[src/hdl/slbs_pkg.sv]
`timescale 1ns / 1ps

package slbs_pkg;

    typedef enum logic [2:0] {
        OP_TICK    = 3'd0,
        OP_PERCENT = 3'd1,
        OP_CLEAR   = 3'd2,
        OP_ADD     = 3'd3,
        OP_REMOVE  = 3'd4
    } op_t;

    localparam logic [1:0] PH_NONE     = 2'd0;
    localparam logic [1:0] PH_CHECK    = 2'd1;
    localparam logic [1:0] PH_WARN     = 2'd2;
    localparam logic [1:0] PH_CRITICAL = 2'd3;

    localparam int NUM_SECT    = 3;
    localparam int MAX_RESULTS = 3;
    localparam int ADDR_W      = 5;

    localparam logic [2:0] REG_CHECK_RELOAD    = 3'd0;
    localparam logic [2:0] REG_WARN_RELOAD     = 3'd1;
    localparam logic [2:0] REG_CRITICAL_RELOAD = 3'd2;
    localparam logic [2:0] REG_DWELL_SECONDS   = 3'd3;
    localparam logic [2:0] REG_CRITICAL_THRESH = 3'd4;
    localparam logic [2:0] REG_CHECK_THRESH    = 3'd5;
    localparam logic [2:0] REG_WARN_THRESH     = 3'd6;

    localparam logic [7:0] MAX_PERCENT = 8'd100;

    typedef struct packed {
        logic [7:0] check_reload;
        logic [7:0] warn_reload;
        logic [7:0] critical_reload;
        logic [7:0] dwell_seconds;
        logic [6:0] critical_threshold;
        logic [6:0] check_threshold;
        logic [6:0] warn_threshold;
    } cfg_t;

    localparam cfg_t CFG_RESET = '{
        check_reload:       8'd20,
        warn_reload:        8'd10,
        critical_reload:    8'd2,
        dwell_seconds:      8'd5,
        critical_threshold: 7'd10,
        check_threshold:    7'd20,
        warn_threshold:     7'd30
    };

    typedef struct packed {
        logic [2:0] operation;
        logic [7:0] signal_percent;
        logic [2:0] flag_mask;
        logic [31:0] now_seconds;
    } item_t;

    typedef struct packed {
        logic [2:0]             flags;
        logic [1:0]             phase;
        logic [7:0]             counter;
        logic                   level;
        logic                   off_written;
        logic [NUM_SECT-1:0][31:0] start;
        logic [NUM_SECT-1:0]    armed;
    } state_t;

    typedef struct packed {
        logic led_written;
        logic led_level;
        logic bad_percent;
    } res_t;

    typedef res_t [MAX_RESULTS-1:0] res_arr_t;

endpackage

[src/hdl/slbs_in_if.sv]
`timescale 1ns / 1ps

interface slbs_in_if;
    logic        valid;
    logic        ready;
    logic [2:0]  operation;
    logic [7:0]  signal_percent;
    logic [2:0]  flag_mask;
    logic [31:0] now_seconds;

    modport source (
        output valid, operation, signal_percent, flag_mask, now_seconds,
        input  ready
    );
    modport sink (
        input  valid, operation, signal_percent, flag_mask, now_seconds,
        output ready
    );
endinterface

[src/hdl/slbs_out_if.sv]
`timescale 1ns / 1ps

interface slbs_out_if;
    logic valid;
    logic ready;
    logic led_written;
    logic led_level;
    logic bad_percent;
    logic last_result;

    modport source (
        output valid, led_written, led_level, bad_percent, last_result,
        input  ready
    );
    modport sink (
        input  valid, led_written, led_level, bad_percent, last_result,
        output ready
    );
endinterface

[src/hdl/slbs_core.sv]
`timescale 1ns / 1ps

module slbs_core
    import slbs_pkg::*;
(
    input  state_t     st,
    input  cfg_t       cfg,
    input  item_t      item,
    output state_t     st_next,
    output res_arr_t   res,
    output logic [1:0] res_cnt
);

    logic [NUM_SECT-1:0][7:0] reload;

    assign reload[0] = cfg.check_reload;
    assign reload[1] = cfg.warn_reload;
    assign reload[2] = cfg.critical_reload;

    always_comb
    begin
        state_t      s;
        logic [1:0]  n;
        logic        bad;
        logic [1:0]  me;
        logic [1:0]  nxt;
        logic [32:0] due;

        s   = st;
        n   = 2'd0;
        bad = 1'b0;
        res = '0;
        me  = PH_NONE;
        nxt = PH_NONE;
        due = '0;

        case (item.operation)
            OP_TICK:
            begin
                if (s.flags != 3'd0)
                begin
                    // sections run in order; each sees what the one before left
                    for (int i = 0; i < NUM_SECT; i++)
                    begin
                        me  = 2'(i + 1);
                        nxt = (i == NUM_SECT - 1) ? PH_CHECK : 2'(i + 2);
                        if (!s.flags[i])
                        begin
                            s.phase = nxt;
                        end
                        else if (s.phase == PH_NONE || s.phase == me)
                        begin
                            if (!s.armed[i])
                            begin
                                s.start[i] = item.now_seconds;
                                s.armed[i] = 1'b1;
                            end
                            if (s.counter == 8'd0)
                            begin
                                res[n]    = '{led_written: 1'b1, led_level: s.level,
                                              bad_percent: 1'b0};
                                n         = n + 2'd1;
                                s.level   = ~s.level;
                                s.counter = reload[i];
                            end
                            else
                            begin
                                s.counter = s.counter - 8'd1;
                            end
                            due = {1'b0, s.start[i]} + {25'd0, cfg.dwell_seconds};
                            if (due < {1'b0, item.now_seconds})
                            begin
                                s.phase    = nxt;
                                s.armed[i] = 1'b0;
                                s.start[i] = 32'd0;
                            end
                        end
                    end
                    s.off_written = 1'b0;
                end
                else if (!s.off_written)
                begin
                    res[0]        = '{led_written: 1'b1, led_level: 1'b0, bad_percent: 1'b0};
                    n             = 2'd1;
                    s.off_written = 1'b1;
                end
            end
            OP_PERCENT:
            begin
                if (item.signal_percent <= MAX_PERCENT)
                begin
                    if (item.signal_percent <= {1'b0, cfg.critical_threshold})
                        s.flags[2] = 1'b1;
                    else if (item.signal_percent <= {1'b0, cfg.check_threshold})
                        s.flags[0] = 1'b1;
                    else if (item.signal_percent <= {1'b0, cfg.warn_threshold})
                        s.flags[1] = 1'b1;
                    else
                        s.flags = 3'd0;
                end
                else
                begin
                    bad = 1'b1;
                end
            end
            OP_CLEAR:
            begin
                s.flags = 3'd0;
            end
            OP_ADD:
            begin
                s.flags = s.flags | item.flag_mask;
            end
            OP_REMOVE:
            begin
                s.flags = s.flags & ~item.flag_mask;
            end
            default:
            begin
            end
        endcase

        if (n == 2'd0)
        begin
            res[0] = '{led_written: 1'b0, led_level: 1'b0, bad_percent: bad};
            n      = 2'd1;
        end

        st_next = s;
        res_cnt = n;
    end

endmodule

[src/hdl/severity_led_blink_sequencer_unit.sv]
`timescale 1ns / 1ps

// Severity LED blink sequencer. Each input beat is registered, then processed into a
// small result buffer. While the sink is ready, the buffer drains one beat per cycle,
// and an item that yields one result (every non-tick operation, and most ticks)
// sustains one item per cycle; a tick that writes the LED k times (k up to 3) holds the
// buffer, and so the next item, until its k results drain. Configuration registers sit
// on the APB port at byte address 4*i and must only be written while the block is idle.
module severity_led_blink_sequencer_unit
    import slbs_pkg::*;
(
    input  logic              clk,
    input  logic              rst_n,
    slbs_in_if.sink           in_ch,
    slbs_out_if.source        out_ch,
    input  logic              psel,
    input  logic              penable,
    input  logic              pwrite,
    input  logic [ADDR_W-1:0] paddr,
    input  logic [31:0]       pwdata,
    output logic [31:0]       prdata,
    output logic              pready
);

    cfg_t       cfg_reg;
    state_t     st_reg;
    state_t     st_next;
    item_t      item_reg;
    logic       item_valid_reg;
    res_arr_t   res_reg;
    res_arr_t   res_next;
    logic [1:0] res_cnt_reg;
    logic [1:0] res_cnt_next;
    logic [1:0] rd_ptr_reg;
    logic       res_valid_reg;
    logic       cur_last;
    logic       buf_free;
    logic       fire;
    logic       in_take;
    res_t       cur_res;

    // ---------------- APB ----------------
    assign pready = 1'b1;

    always_ff @(posedge clk or negedge rst_n)
    begin
        if (!rst_n)
        begin
            cfg_reg <= CFG_RESET;
        end
        else if (psel && penable && pwrite)
        begin
            unique case (paddr[ADDR_W-1:2])
                REG_CHECK_RELOAD:    cfg_reg.check_reload       <= pwdata[7:0];
                REG_WARN_RELOAD:     cfg_reg.warn_reload        <= pwdata[7:0];
                REG_CRITICAL_RELOAD: cfg_reg.critical_reload    <= pwdata[7:0];
                REG_DWELL_SECONDS:   cfg_reg.dwell_seconds      <= pwdata[7:0];
                REG_CRITICAL_THRESH: cfg_reg.critical_threshold <= pwdata[6:0];
                REG_CHECK_THRESH:    cfg_reg.check_threshold    <= pwdata[6:0];
                REG_WARN_THRESH:     cfg_reg.warn_threshold     <= pwdata[6:0];
                default:
                begin
                end
            endcase
        end
    end

    always_comb
    begin
        unique case (paddr[ADDR_W-1:2])
            REG_CHECK_RELOAD:    prdata = {24'd0, cfg_reg.check_reload};
            REG_WARN_RELOAD:     prdata = {24'd0, cfg_reg.warn_reload};
            REG_CRITICAL_RELOAD: prdata = {24'd0, cfg_reg.critical_reload};
            REG_DWELL_SECONDS:   prdata = {24'd0, cfg_reg.dwell_seconds};
            REG_CRITICAL_THRESH: prdata = {25'd0, cfg_reg.critical_threshold};
            REG_CHECK_THRESH:    prdata = {25'd0, cfg_reg.check_threshold};
            REG_WARN_THRESH:     prdata = {25'd0, cfg_reg.warn_threshold};
            default:             prdata = 32'd0;
        endcase
    end

    // ---------------- datapath ----------------
    slbs_core u_core (
        .st      (st_reg),
        .cfg     (cfg_reg),
        .item    (item_reg),
        .st_next (st_next),
        .res     (res_next),
        .res_cnt (res_cnt_next)
    );

    assign cur_last = (rd_ptr_reg == res_cnt_reg - 2'd1);
    assign buf_free = !res_valid_reg || (out_ch.ready && cur_last);
    assign fire     = item_valid_reg && buf_free;
    assign in_take  = in_ch.valid && in_ch.ready;

    assign in_ch.ready = !item_valid_reg || fire;

    always_ff @(posedge clk or negedge rst_n)
    begin
        if (!rst_n)
        begin
            item_valid_reg <= 1'b0;
            st_reg         <= '0;
            res_valid_reg  <= 1'b0;
            res_cnt_reg    <= 2'd0;
            rd_ptr_reg     <= 2'd0;
        end
        else
        begin
            if (in_ch.ready)
                item_valid_reg <= in_ch.valid;

            if (fire)
            begin
                st_reg        <= st_next;
                res_valid_reg <= 1'b1;
                res_cnt_reg   <= res_cnt_next;
                rd_ptr_reg    <= 2'd0;
            end
            else if (res_valid_reg && out_ch.ready)
            begin
                if (cur_last)
                    res_valid_reg <= 1'b0;
                else
                    rd_ptr_reg <= rd_ptr_reg + 2'd1;
            end
        end
    end

    always_ff @(posedge clk)
    begin
        if (in_take)
        begin
            item_reg.operation      <= in_ch.operation;
            item_reg.signal_percent <= in_ch.signal_percent;
            item_reg.flag_mask      <= in_ch.flag_mask;
            item_reg.now_seconds    <= in_ch.now_seconds;
        end
        if (fire)
            res_reg <= res_next;
    end

    always_comb
    begin
        case (rd_ptr_reg)
            2'd0:    cur_res = res_reg[0];
            2'd1:    cur_res = res_reg[1];
            default: cur_res = res_reg[2];
        endcase
    end

    assign out_ch.valid       = res_valid_reg;
    assign out_ch.led_written = cur_res.led_written;
    assign out_ch.led_level   = cur_res.led_level;
    assign out_ch.bad_percent = cur_res.bad_percent;
    assign out_ch.last_result = cur_last;

`ifndef SYNTH
    a_ptr_in_range: assert property (@(posedge clk) disable iff (!rst_n)
        res_valid_reg |-> (res_cnt_reg != 2'd0) && (rd_ptr_reg < res_cnt_reg))
        else $error("result pointer beyond count");

    a_fire_free: assert property (@(posedge clk) disable iff (!rst_n)
        fire |-> (!res_valid_reg || (out_ch.ready && cur_last)))
        else $error("item processed over pending results");

    a_drain_empty: assert property (@(posedge clk) disable iff (!rst_n)
        (res_valid_reg && out_ch.ready && cur_last && !fire) |=> !res_valid_reg)
        else $error("result buffer not emptied after last beat");

    a_off_clear: assert property (@(posedge clk) disable iff (!rst_n)
        (fire && item_reg.operation == OP_TICK && st_reg.flags != 3'd0)
            |=> !st_reg.off_written)
        else $error("off latch kept across tick with flags");
`endif

endmodule

[src/flat_wrapper.sv]
// flat-port wrapper written by rule: the top's interface ports become plain ports
module severity_led_blink_sequencer_unit_flat import slbs_pkg::*;
  (clk, rst_n, psel, penable, pwrite, paddr, pwdata, prdata, pready, in_ch_valid, in_ch_operation, in_ch_signal_percent, in_ch_flag_mask, in_ch_now_seconds, in_ch_ready, out_ch_valid, out_ch_led_written, out_ch_led_level, out_ch_bad_percent, out_ch_last_result, out_ch_ready);
  slbs_in_if in_ch_i ();
  slbs_out_if out_ch_i ();
  input  logic clk;
  input  logic rst_n;
  input  logic psel;
  input  logic penable;
  input  logic pwrite;
  input  logic [ADDR_W-1:0] paddr;
  input  logic [31:0] pwdata;
  output logic [31:0] prdata;
  output logic pready;
  input wire logic [$bits(in_ch_i.valid)-1:0] in_ch_valid;
  input wire logic [$bits(in_ch_i.operation)-1:0] in_ch_operation;
  input wire logic [$bits(in_ch_i.signal_percent)-1:0] in_ch_signal_percent;
  input wire logic [$bits(in_ch_i.flag_mask)-1:0] in_ch_flag_mask;
  input wire logic [$bits(in_ch_i.now_seconds)-1:0] in_ch_now_seconds;
  output wire logic [$bits(in_ch_i.ready)-1:0] in_ch_ready;
  output wire logic [$bits(out_ch_i.valid)-1:0] out_ch_valid;
  output wire logic [$bits(out_ch_i.led_written)-1:0] out_ch_led_written;
  output wire logic [$bits(out_ch_i.led_level)-1:0] out_ch_led_level;
  output wire logic [$bits(out_ch_i.bad_percent)-1:0] out_ch_bad_percent;
  output wire logic [$bits(out_ch_i.last_result)-1:0] out_ch_last_result;
  input wire logic [$bits(out_ch_i.ready)-1:0] out_ch_ready;
  assign in_ch_i.valid = in_ch_valid;
  assign in_ch_i.operation = in_ch_operation;
  assign in_ch_i.signal_percent = in_ch_signal_percent;
  assign in_ch_i.flag_mask = in_ch_flag_mask;
  assign in_ch_i.now_seconds = in_ch_now_seconds;
  assign in_ch_ready = in_ch_i.ready;
  assign out_ch_valid = out_ch_i.valid;
  assign out_ch_led_written = out_ch_i.led_written;
  assign out_ch_led_level = out_ch_i.led_level;
  assign out_ch_bad_percent = out_ch_i.bad_percent;
  assign out_ch_last_result = out_ch_i.last_result;
  assign out_ch_i.ready = out_ch_ready;
  severity_led_blink_sequencer_unit u_core (.clk(clk), .rst_n(rst_n), .in_ch(in_ch_i), .out_ch(out_ch_i), .psel(psel), .penable(penable), .pwrite(pwrite), .paddr(paddr), .pwdata(pwdata), .prdata(prdata), .pready(pready));
endmodule
[config.mk]
export PLATFORM = sky130hd
export DESIGN_NAME = severity_led_blink_sequencer_unit_flat
export DESIGN_NICKNAME = d
export VERILOG_FILES = /design/src/hdl/slbs_pkg.sv /design/src/hdl/slbs_in_if.sv /design/src/hdl/slbs_out_if.sv /design/src/hdl/slbs_core.sv /design/src/hdl/severity_led_blink_sequencer_unit.sv /design/src/flat_wrapper.sv
export SDC_FILE = /design/constraint.sdc
export NUM_CORES = 1
export LEC_CHECK = 0
export BUFFER_PORTS_ARGS = -buffer_cell sky130_fd_sc_hd__buf_2
export CORE_MARGIN = 2
export CORE_UTILIZATION = 55
export CTS_CLUSTER_SIZE = 14
export DETAILED_ROUTE_END_ITERATION = 10
export PLACE_DENSITY = 0.81
export SYNTH_ARGS = -nofsm -noshare
export SYNTH_HDL_FRONTEND = slang
export SYNTH_SLANG_ARGS = --single-unit
export TNS_END_PERCENT = 30
[constraint.sdc]
create_clock -name clk -period 6.8 [get_ports clk]
set_clock_uncertainty 0.15 [all_clocks]
set_input_delay 1.36 -clock clk [delete_from_list [all_inputs] [get_ports clk]]
set_output_delay 1.36 -clock clk [all_outputs]
set_load 0.01 [all_outputs]
## After elaboration in Yosys (flattened, before gate mapping)

Cells that the tools add are included.

| word-level totals | value |
|---|---|
| register bits | 228 |
| bits of input ports | 90 |
| logic and storage cells | 241 |

| cells by class | value |
|---|---|
| $add $sub $neg | 10 |
| order comparisons | 11 |
| equality and inequality tests | 22 |
| muxes and demuxes | 106 |
| bitwise gates (word level) | 7 |
| reductions and logical operators | 48 |

Operator list:

| kind | number |
|---|---|
| 32-bit 2-to-1 mux | 18 |
| 9-bit 2-to-1 mux | 15 |
| 32-bit by 8-bit adder with 33-bit output | 3 |
| 33-bit by 32-bit < comparator with 1-bit output | 3 |
| 2-bit 2-to-1 mux | 28 |
| 8-bit one-hot mux with 7 select lines | 1 |
| 11-bit 2-to-1 mux | 3 |
| 3-bit 2-to-1 mux | 10 |
| 5-bit AND reduction | 6 |
| 8-bit by 7-bit <= comparator with 1-bit output | 3 |
| 8-bit logical NOT | 3 |
| 8-bit 2-to-1 mux | 3 |
| 8-bit by 1-bit subtractor with 8-bit output, second input constant | 3 |
| 1-bit 2-to-1 mux | 22 |
| 2-bit AND reduction | 11 |
| 9-bit bitwise mux | 2 |
| 3-bit demux with 2-bit select | 2 |
| 3-bit by 2-bit == test with 1-bit output, second input constant | 4 |
| 3-bit == test, second input constant | 4 |
| 3-bit one-hot mux with 4 select lines | 1 |
| 2-bit logical NOT | 5 |
| 3-bit inequality test, second input constant | 3 |
| 8-bit by 7-bit <= comparator with 1-bit output, second input constant | 1 |
| 1-bit logical AND | 8 |
| other kinds (22) | 42 |

## Longest topological paths before layout

Gate-level depths: netlist of run 1.

| depth | value |
|---|---|
| word-level depth | 37 |
| gate-level depth with buffers | 35 |

## Cells and area by module

A second synthesis of run 1 with hierarchy kept.

| unflattened totals | value |
|---|---|
| cell total of the unflattened synthesis | 1933 |
| area, all modules | 18423.9 um^2 |

Modules (own cells, without submodules):

| module | instances | cells each | area an instance (um^2) | sequential area each (um^2) |
|---|---|---|---|---|
| slbs_core | 1 | 1383 | 9472.8 | 0.0 |
| severity_led_blink_sequencer_unit | 1 | 550 | 8951.1 | 5999.5 |

## Worst setup path after synthesis of run 1

OpenSTA, ideal clock, no wires.

| path | value |
|---|---|
| path type | register to register |
| start | register u_core.st_reg[0] (netlist bit) |
| end | register u_core.res_cnt_reg[0] |
| arrival | 6.614 ns |
| data required time | 6.524 ns |
| setup slack | -0.090 ns |
| cell stages (with the launch flop) | 36 |
| path buffers | 7 |
| period minus slack after synthesis | 6.890 ns |
| cells stage by stage | dfrtp_1 -> buf_6 -> buf_6 -> clkbuf_1 -> mux2i_1 -> inv_1 -> ha_1 -> a21o_1 -> a21oi_1 -> o21bai_1 -> a21oi_1 -> o21bai_1 -> a21oi_1 -> o21ba_2 -> nor4b_1 -> clkbuf_1 -> a21oi_1 -> nor3_1 -> a21oi_1 -> ha_1 -> nand4_1 -> o22ai_1 -> a2111oi_0 -> o32ai_1 -> o311ai_2 -> buf_4 -> and2_1 -> buf_2 -> a21oi_2 -> ha_1 -> nor3b_2 -> nand3_2 -> or3_4 -> buf_6 -> mux2i_1 -> o32a_1 |

| between the ends | value |
|---|---|
| cells in the longest elaborated chain, start to end | 26 |
| elaborated cells on any way between the ends | 39 |
| those cells by class | add/sub: 2; order compare: 1; eq/ne: 2; mux: 28; reduce/logical: 6 |

Ends and longest elaborated chain:

| what | line | RTL |
|---|---|---|
| from (decl) | severity_led_blink_sequencer_unit.sv:26 | `state_t st_reg;` |
| from (signal assigned) | severity_led_blink_sequencer_unit.sv:116 | `st_reg <= st_next;` |
| 32-bit 2-to-1 mux (*) | slbs_core.sv:53 | `if (!s.armed[i])` |
| 32-bit 2-to-1 mux (*) | slbs_core.sv:51 | `else if (s.phase == PH_NONE \|\| s.phase == me)` |
| 32-bit 2-to-1 mux (*) | slbs_core.sv:47 | `if (!s.flags[i])` |
| 32-bit 2-to-1 mux (*) | slbs_core.sv:40 | `if (s.flags != 3'd0)` |
| 32-bit 2-to-1 mux (*) | slbs_core.sv:37 | `case (item.operation)` |
| 32-bit by 8-bit adder with 33-bit output (*) | slbs_core.sv:70 | `due = {1'b0, s.start[i]} + {25'd0, cfg.dwell_seconds};` |
| 33-bit by 32-bit < comparator with 1-bit output (*) | slbs_core.sv:71 | `if (due < {1'b0, item.now_seconds})` |
| 2-bit 2-to-1 mux (*) | slbs_core.sv:71 |  |
| (+10 left out) | n/a |  |
| 2-bit by 1-bit adder with 2-bit output (tied with other cells) | slbs_core.sv:62 | `n = n + 2'd1;` |
| 2-bit 2-to-1 mux or 1-bit logical OR (tied branches) | slbs_core.sv:58, slbs_core.sv:51 |  |
| 2-bit 2-to-1 mux | slbs_core.sv:51 |  |
| 2-bit 2-to-1 mux (*) | slbs_core.sv:47 |  |
| 2-bit 2-to-1 mux (*) | slbs_core.sv:40 |  |
| 2-bit 2-to-1 mux (*) | slbs_core.sv:37 |  |
| 2-bit logical NOT | slbs_core.sv:123 | `if (n == 2'd0)` |
| 2-bit 2-to-1 mux (*) | slbs_core.sv:123 |  |
| to (signal assigned) | severity_led_blink_sequencer_unit.sv:118 | `res_cnt_reg <= res_cnt_next;` |
| to (decl) | severity_led_blink_sequencer_unit.sv:32 | `logic [1:0] res_cnt_reg;` |

Every way passes the cells marked *; elsewhere a longest branch is shown, timed or not. The select of a mux whose other input is x is not followed.
A chain may end at the register's enable or synchronous reset.

## Worst setup path in the final report of run 1

| path | value |
|---|---|
| start | register u_core.st_reg[0] (netlist bit) |
| end | register u_core.res_reg[5] (netlist bit) (data pin) |

| between the ends | value |
|---|---|
| cells in the longest elaborated chain, start to end | 26 |
| elaborated cells on any way between the ends | 44 |
| those cells by class | add/sub: 1; order compare: 3; eq/ne: 2; mux: 32; reduce/logical: 6 |

Ends and longest elaborated chain:

| what | line | RTL |
|---|---|---|
| 32-bit 2-to-1 mux (*) | slbs_core.sv:53 |  |
| 32-bit 2-to-1 mux (*) | slbs_core.sv:51 |  |
| 32-bit 2-to-1 mux (*) | slbs_core.sv:47 |  |
| 32-bit 2-to-1 mux (*) | slbs_core.sv:40 |  |
| 32-bit 2-to-1 mux (*) | slbs_core.sv:37 |  |
| 32-bit by 8-bit adder with 33-bit output (*) | slbs_core.sv:70 |  |
| 33-bit by 32-bit < comparator with 1-bit output (*) | slbs_core.sv:71 |  |
| 2-bit 2-to-1 mux (*) | slbs_core.sv:71 |  |
| (+10 left out) | n/a |  |
| 2-bit by 3-bit < comparator with 1-bit output (not written as such) or 2-bit by 1-bit >= comparator with 1-bit output (tied branches) | slbs_core.sv:60 | `res[n] = '{led_written: 1'b1, led_level: s.level,` |
| 1-bit logical AND (not written as such) | slbs_core.sv:60 |  |
| 3-bit 2-to-1 mux (not written as such) | slbs_core.sv:60 |  |
| 3-bit demux with 2-bit select | slbs_core.sv:60 |  |
| 9-bit bitwise mux | slbs_core.sv:60 |  |
| 9-bit 2-to-1 mux | slbs_core.sv:58 | `if (s.counter == 8'd0)` |
| 9-bit 2-to-1 mux | slbs_core.sv:51 |  |
| 9-bit 2-to-1 mux (*) | slbs_core.sv:47 |  |
| to (signal assigned) | severity_led_blink_sequencer_unit.sv:141 | `res_reg <= res_next;` |
| to (decl) | severity_led_blink_sequencer_unit.sv:30 | `res_arr_t res_reg;` |

Marks and branches as above.

==> results.txt, run 1 <==
----------------------------------------------------
[Outcome]
  Result of the run ... completed

[Global routing]
  Total routing resource utilization after global routing ... 29.4%
  Antenna violations before repair ... 0
  Number of global-route vias before repair ... 14000
  Global-route wire length before repair ... 73800 um
  Pin count of the biggest net entering global routing ... 68
  GRT overflow ... 0

[Setup path]
  Worst Path Required ... 7.06 ns
  Worst r2r dst ... u_core.res_reg[5]
  Critical Path End Type ... flip-flop
  Critical path arrival ... 6.79 ns
  Top fanout value on the critical path ... 6
  Critical Path End ... u_core.res_reg[5]
  Max stage delay cell, worst path ... sky130_fd_sc_hd__dfrtp_2
  Launching element type of the critical path ... flip-flop
  Register-to-register setup slack ... 0.27 ns
  Number of cells traversed by the worst register-to-register path ... 32
  Worst R2R Start ... u_core.st_reg[0]
  Worst setup path start ... u_core.st_reg[0]
  Worst setup path category ... flip-flop to flip-flop
  Stage delay of the slowest cell on the critical path ... 0.45 ns

[Final layout]
  Fin nets ... 2159
  Fraction of layout cells with a size suffix above 1 ... 17.5%
  Count of non-filler cells in the finished layout ... 2327
  Area growth, synth to finish ... 13.6%
  Max FFs per register ... 114
  # diodes ... 0
  Final design area excluding fillers ... 19100 sq um
  Fraction of the core area covered by cells at the end of the flow ... 63.8%

[Synth]
  Async set or reset register ratio after synthesis ... 76.5%
  Share of the synthesized area in the top cell type ... 23.6%
  Netlist Area Pre-Place ... 16800 sq um
  Post-synth top flop ... sky130_fd_sc_hd__dfrtp_1
  Post-synth top area cell ... sky130_fd_sc_hd__dfrtp_1
  Post-synthesis sequential element count ... 226
  Distinct cells, synth ... 100
  Number of flops mapped to enable cells by yosys ... 53
  Register area share after synthesis ... 35.4%
  Most area-consuming cells after synthesis ... sky130_fd_sc_hd__dfrtp_1 24%, sky130_fd_sc_hd__ha_1 11%, sky130_fd_sc_hd__edfxtp_1 9.5%
  Number of cells produced by synthesis ... 1783
  Synthesized area per cell ... 9.41 sq um
  Synth warnings ... 0

[Pwr]
  Peak VDD IR ... 260 uV
  Leakage ... 0.00840 uW
  Power Dens Cells ... 346 nW/um^2
  Total power consumption of the routed design ... 6600 uW

[Floorplanning]
  DIE HEIGHT ... 179 um
  Starting utilization of the core area ... 56.2%
  Die outline width ... 179 um
  Core ar. ... 29900 sq um
  Die area ... 31900 sq um
  I/O pin count ... 129
  Rows ... 63

[Place]
  Half-perimeter wire length of the detailed placement result ... 34100 um
  Port Buffer Count ... 77
  Placement-stage cell area ... 18100 sq um
  Last weighted congestion value of the routability-driven placer ... 0.945
  Number of cells after detailed placement ... 2270

[CTS]
  Root cell of the clock tree ... sky130_fd_sc_hd__clkbuf_16
  Hold buffer count at cts ... 0
  Sinks on the clock net ... 226
  Inserted Clock Buffers ... 27
  Worst-skew pair later-pin latency ... 0.56 ns
  TritonCTS clock tree ... yes
  Number of H-tree levels ... 1
  Bufs on Longest Clock Path ... 3
  Clk pin slew, worst setup/hold paths ... 0.06 ns

[Route]
  Average routed wire per standard cell ... 19.9 um
  Remaining antenna violation count ... 0
  Pre-Repair DR Iteration Count ... 5
  Routed wire length ... 46400 um
  Drt first-iter violations ... 1328
  Avg Vias per Cell ... 6.22
  DRC violations left ... 0
  Number of vias after detailed routing ... 14500

[Min path]
  Worst Hold Class ... flip-flop to flip-flop

[Timing]
  Tightest Pin Transition ... 0.952 ns
  Final setup violation count ... 0
  Share of the clock period used by the worst path after layout ... 96.1%
  Clock period minus worst slack ... 6.53 ns
  Highest achievable clock rate ... 0.153 GHz
  Number of max-slew violations in the final report ... 0
  Worst hold-check slack ... 0.328 ns
  Worst max-slew margin expressed relative to the limit ... 36.0%
  Final hold vios ... 0

[Run]
  Max_cap viols ... 0

----------------------------------------------------
worst max-delay path, delay by kind of cell, from the launching register on:
family                     cells  cell delay, ns
adders and majority gates      3            0.78
muxes                          2            0.58
DFF                            1            0.45
AOI/OAI and AO/OA             12            1.81
buffers and inverters          5            0.78
and+or+nand+nor               10            1.81
cells in the final DEF, fill, tap and decap left out, types with 7 or more instances in the layout:
cell type / n
sky130_fd_sc_hd__a21o_1: 31
sky130_fd_sc_hd__a21oi_1: 71
sky130_fd_sc_hd__a22o_1: 70
sky130_fd_sc_hd__a31oi_1: 17
sky130_fd_sc_hd__a41o_1: 9
sky130_fd_sc_hd__and2_1: 17
sky130_fd_sc_hd__and3_1: 12
sky130_fd_sc_hd__buf_2: 77
sky130_fd_sc_hd__buf_4: 98
sky130_fd_sc_hd__clkbuf_1: 7
sky130_fd_sc_hd__clkbuf_16: 27
sky130_fd_sc_hd__clkinv_1: 7
sky130_fd_sc_hd__conb_1: 25
sky130_fd_sc_hd__dfrtp_1: 155
sky130_fd_sc_hd__dfstp_2: 15
sky130_fd_sc_hd__edfxtp_1: 53
sky130_fd_sc_hd__ha_1: 149
sky130_fd_sc_hd__inv_1: 95
sky130_fd_sc_hd__mux2_2: 41
sky130_fd_sc_hd__mux2i_1: 71
sky130_fd_sc_hd__nand2_1: 180
sky130_fd_sc_hd__nand2b_1: 16
sky130_fd_sc_hd__nand3_1: 65
sky130_fd_sc_hd__nand4_1: 29
sky130_fd_sc_hd__nor2_1: 91
sky130_fd_sc_hd__nor2b_1: 19
sky130_fd_sc_hd__nor3_1: 24
sky130_fd_sc_hd__nor3_2: 7
sky130_fd_sc_hd__nor3b_1: 7
sky130_fd_sc_hd__o21a_1: 18
sky130_fd_sc_hd__o21ai_0: 105
sky130_fd_sc_hd__o21ai_1: 15
sky130_fd_sc_hd__o21bai_1: 11
sky130_fd_sc_hd__o22ai_1: 9
sky130_fd_sc_hd__o31ai_1: 23
sky130_fd_sc_hd__xnor2_1: 62
sky130_fd_sc_hd__xor2_1: 43
layout make-up:
type	count	area [sq um]
Timing Repair Buffer	181	1230
Clock buffer	34	702
Clock inverter	16	106
Tap cell	390	488
Multi-Input combinational cell	1384	10200
Sequential cell	226	5940
Inverter	96	360
Fill cell	2393	10800
cells by family after synthesis:
group / count (synthesis) / synth area share, %
AND/OR/NAND/NOR: 520 / 15.4
AO/OA/AOI/OAI: 458 / 18.8
flip-flops: 226 / 35.4
buffers and inverters: 196 / 5.19
adder cells (fa/ha/maj): 153 / 11.5
multiplexers: 123 / 8.12
XOR/XNOR: 105 / 5.48
other: 2 / 0.0447
Yosys cell counts (all sizes together), types with 30 or more instances:
cell and number:
o21ai 120, nand3 67, ha 150, a21oi 77
nor2 91, xor2 43, a21o 31, buf 47
xnor2 62, a22o 70, nand4 30, dfrtp 158
nor3 32, mux2i 75, nand2 182, inv 96
edfxtp 53, mux2 43, clkbuf 53
power by group:
part	switching, uW	leakage, uW	internal (uW)
clock	602	0.000394	766
combinational	1750	0.00526	1400
sequential	357	0.00275	1730
per-stage QoR:
step,worst slack (ns),TNS (ns)
after floorplan,0.110,0
after global placement,0.0934,0
after detailed placement,-0.0528,-0.467
after CTS,-0.0996,-0.296
after global routing,-0.0619,-0.211
final,0.269,0
worst min path at each step:
| stage | end | slack [ns] | cells past startpoint | start |
|---|---|---|---|---|
| floorplan | u_core.st_reg[3] | 0.29 | 2 | u_core.st_reg[3] |
| global placement | u_core.st_reg[14] | 0.31 | 2 | u_core.st_reg[14] |
| detailed placement | u_core.st_reg[30] | 0.32 | 2 | u_core.st_reg[30] |
| CTS | u_core.st_reg[30] | 0.33 | 2 | u_core.st_reg[30] |
| global route | u_core.st_reg[30] | 0.37 | 2 | u_core.st_reg[30] |
| finish | u_core.st_reg[30] | 0.33 | 2 | u_core.st_reg[30] |
routing by layer:
| layer | track usage, % | up-vias | wire [um] |
|---|---|---|---|
| li1 | - | 6756 | - |
| met1 | 42.7 | 6982 | 20600 |
| met2 | 45.5 | 649 | 20500 |
| met3 | 5.36 | 78 | 4310 |
| met4 | 7.11 | 0 | 993 |
| met5 | 0 | - | 0 |
timing repair:
item,4_1_cts,5_1_grt
setup buffers,0,6
resized for setup,1,35
gates cloned,0,1
pin swaps,0,14
setup endpoints to repair,16,80
Note: power is estimated with default switching activity, not from simulation.
==> inputs of run 2 (changes only) <==
Settings changed: CORE_ASPECT_RATIO set to 0.75, SETUP_SLACK_MARGIN set to 0.4.
==> results.txt, run 2 (synthesis results as in run 1) <==
----------------------------------------------------
[Place]
  Port Buffer Count ... 77
  Pre-CTS WS ... -0.145 ns
  Half-perimeter wire length of the detailed placement result ... 35700 um
  Last weighted congestion value of the routability-driven placer ... 0.974

[Setup path]
  Critical path arrival ... 6.76 ns
  Max stage delay cell, worst path ... sky130_fd_sc_hd__dfrtp_2
  Worst R2R Start ... u_core.st_reg[0]
  Worst r2r dst ... u_core.res_cnt_reg[0]
  Critical Path End Type ... flip-flop
  Top fanout value on the critical path ... 6
  Worst setup path category ... flip-flop to flip-flop
  Stage delay of the slowest cell on the critical path ... 0.46 ns
  Worst Path Required ... 7.07 ns
  Launching element type of the critical path ... flip-flop
  Number of cells traversed by the worst register-to-register path ... 31
  Register-to-register setup slack ... 0.32 ns

[CTS]
  Root cell of the clock tree ... sky130_fd_sc_hd__clkbuf_16
  Clk pin slew, worst setup/hold paths ... 0.06 ns
  Number of H-tree levels ... 1
  Hold buffer count at cts ... 0
  TritonCTS clock tree ... yes
  Worst-skew pair later-pin latency ... 0.56 ns
  Bufs on Longest Clock Path ... 3
  Inserted Clock Buffers ... 24
  Sinks on the clock net ... 226

[Global routing]
  Total routing resource utilization after global routing ... 31.3%
  Pin count of the biggest net entering global routing ... 78
  Antenna violations before repair ... 1
  GRT overflow ... 0
  Global-route wire length before repair ... 77900 um
  Number of global-route vias before repair ... 14100

[Pwr]
  Total power consumption of the routed design ... 6940 uW
  Clock power share ... 18.8%
  Leakage ... 0.00852 uW
  Total internal power ... 4020 uW
  Sequential group share of total power ... 30.4%
  Peak VDD IR ... 236 uV
  Net switching power of the design ... 2910 uW
  Power Dens Cells ... 355 nW/um^2
  Relative contribution of combinational cells to total power ... 50.9%
  Switching part of the total ... 42.0%

[Min path]
  Worst Hold Class ... flip-flop to flip-flop
  End point of the most critical hold path ... u_core.st_reg[8]
  Worst min-delay path startpoint ... u_core.st_reg[8]
  Min-Delay Path Depth ... 2

[Floorplanning]
  Die area ... 31900 sq um
  Die outline width ... 206 um
  Starting utilization of the core area ... 55.8%
  I/O pin count ... 129
  Rows ... 55
  DIE HEIGHT ... 155 um
  Core ar. ... 30100 sq um

[Timing]
  Tightest Pin Transition ... 0.881 ns
  Worst hold-check slack ... 0.333 ns
  Final setup violation count ... 0
  Share of the clock period used by the worst path after layout ... 95.4%
  Final hold vios ... 0
  Unrepaired setup endpoints after global routing ... yes
  Clock period minus worst slack ... 6.48 ns
  Smallest setup slack after layout ... 0.316 ns
  Worst max-slew margin expressed relative to the limit ... 40.6%
  Number of max-slew violations in the final report ... 0
  Highest achievable clock rate ... 0.154 GHz

[Route]
  Pre-Repair DR Iteration Count ... 6
  Average routed wire per standard cell ... 21.8 um
  Drt first-iter violations ... 1711
  Avg Vias per Cell ... 6.36
  DRC violations left ... 0
  Remaining antenna violation count ... 0
  Number of vias after detailed routing ... 14900
  Routed wire length ... 51200 um

[Final layout]
  Fill cell total of the finished layout ... 2293
  Fin nets ... 2171
  Most frequent cells in the layout ... 178 x sky130_fd_sc_hd__nand2_1, 155 x sky130_fd_sc_hd__dfrtp_1, 145 x sky130_fd_sc_hd__ha_1, 98 x sky130_fd_sc_hd__o21ai_0, 96 x sky130_fd_sc_hd__buf_4
  Most common cell after layout, fill and taps aside ... sky130_fd_sc_hd__nand2_1
  Fraction of layout cells with a size suffix above 1 ... 20.0%
  Max FFs per register ... 114
  Area growth, synth to finish ... 16.3%
  Fraction of the core area covered by cells at the end of the flow ... 64.9%
  # diodes ... 0

[Run]
  Max_cap viols ... 0

[Outcome]
  Result of the run ... completed

----------------------------------------------------
## run 2: metrics by stage
stage,cell area (sq um),setup TNS [ns],std cells
2_1_floorplan,17000,0,1806
6_report,19500,0,2345
3_5_place_dp,18000,-0.486,2260
5_1_grt,19500,0,2345
4_1_cts,19100,0,2329
3_3_place_gp,18000,0,2260
## run 2: worst max path at each step
stage	start	endpoint	slack, ns	depth (start not counted)
after floorplan	u_core.st_reg[0]	u_core.res_cnt_reg[0]	0.41	34
after global routing	u_core.st_reg[0]	u_core.res_reg[5]	0.10	31
after CTS	u_core.item_reg[1]	u_core.st_reg[91]	0.40	28
final	u_core.st_reg[0]	u_core.res_cnt_reg[0]	0.32	31
after detailed placement	u_core.st_reg[0]	u_core.res_reg[1]	-0.15	29
after global placement	u_core.st_reg[0]	u_core.res_reg[1]	0.12	29
## run 2: repair_timing
item	in CTS	in global routing
pin swaps	33	23
setup buffers	24	13
cloned	1	3
resized for setup	39	67
endpoints found under the setup margin	80	82
## run 2: metal layers
metal / track usage (%) / wire length, um / up-vias
met4: 8.50 / 1540 / 0
met2: 42.7 / 20600 / 841
met5: 0 / 0 / -
met1: 47.5 / 22500 / 7184
li1: - / - / 6758
met3: 9.34 / 6590 / 130
## run 2: final cells by class
type	instances	area (sq um)	area share [%]
multi-input combinational	1384	10500	54.0
sequential	226	5940	30.4
timing repair buffer	196	1410	7.23
clock buffer	34	669	3.43
tap	399	499	2.56
inverter	96	360	1.85
clock inverter	10	93.8	0.481
## run 2: power by group through the flow
stage	logic, uW	registers (uW)	clock network (uW)
4_1_cts	3270	2080	1320
3_5_place_dp	3040	2100	0
2_1_floorplan	2310	1940	0
6_report	3530	2110	1300
5_1_grt	3830	2130	1370
3_3_place_gp	2920	2080	0
## run 2: critical path: cells and delay by family (launching register included)
kind | cells | cell delay [ns]
compound gates | 12 | 1.79
simple gates | 8 | 1.79
buf+inv | 5 | 0.79
fa+ha+maj | 3 | 0.78
flops | 1 | 0.46
mux | 2 | 0.39
xor+xnor | 1 | 0.17
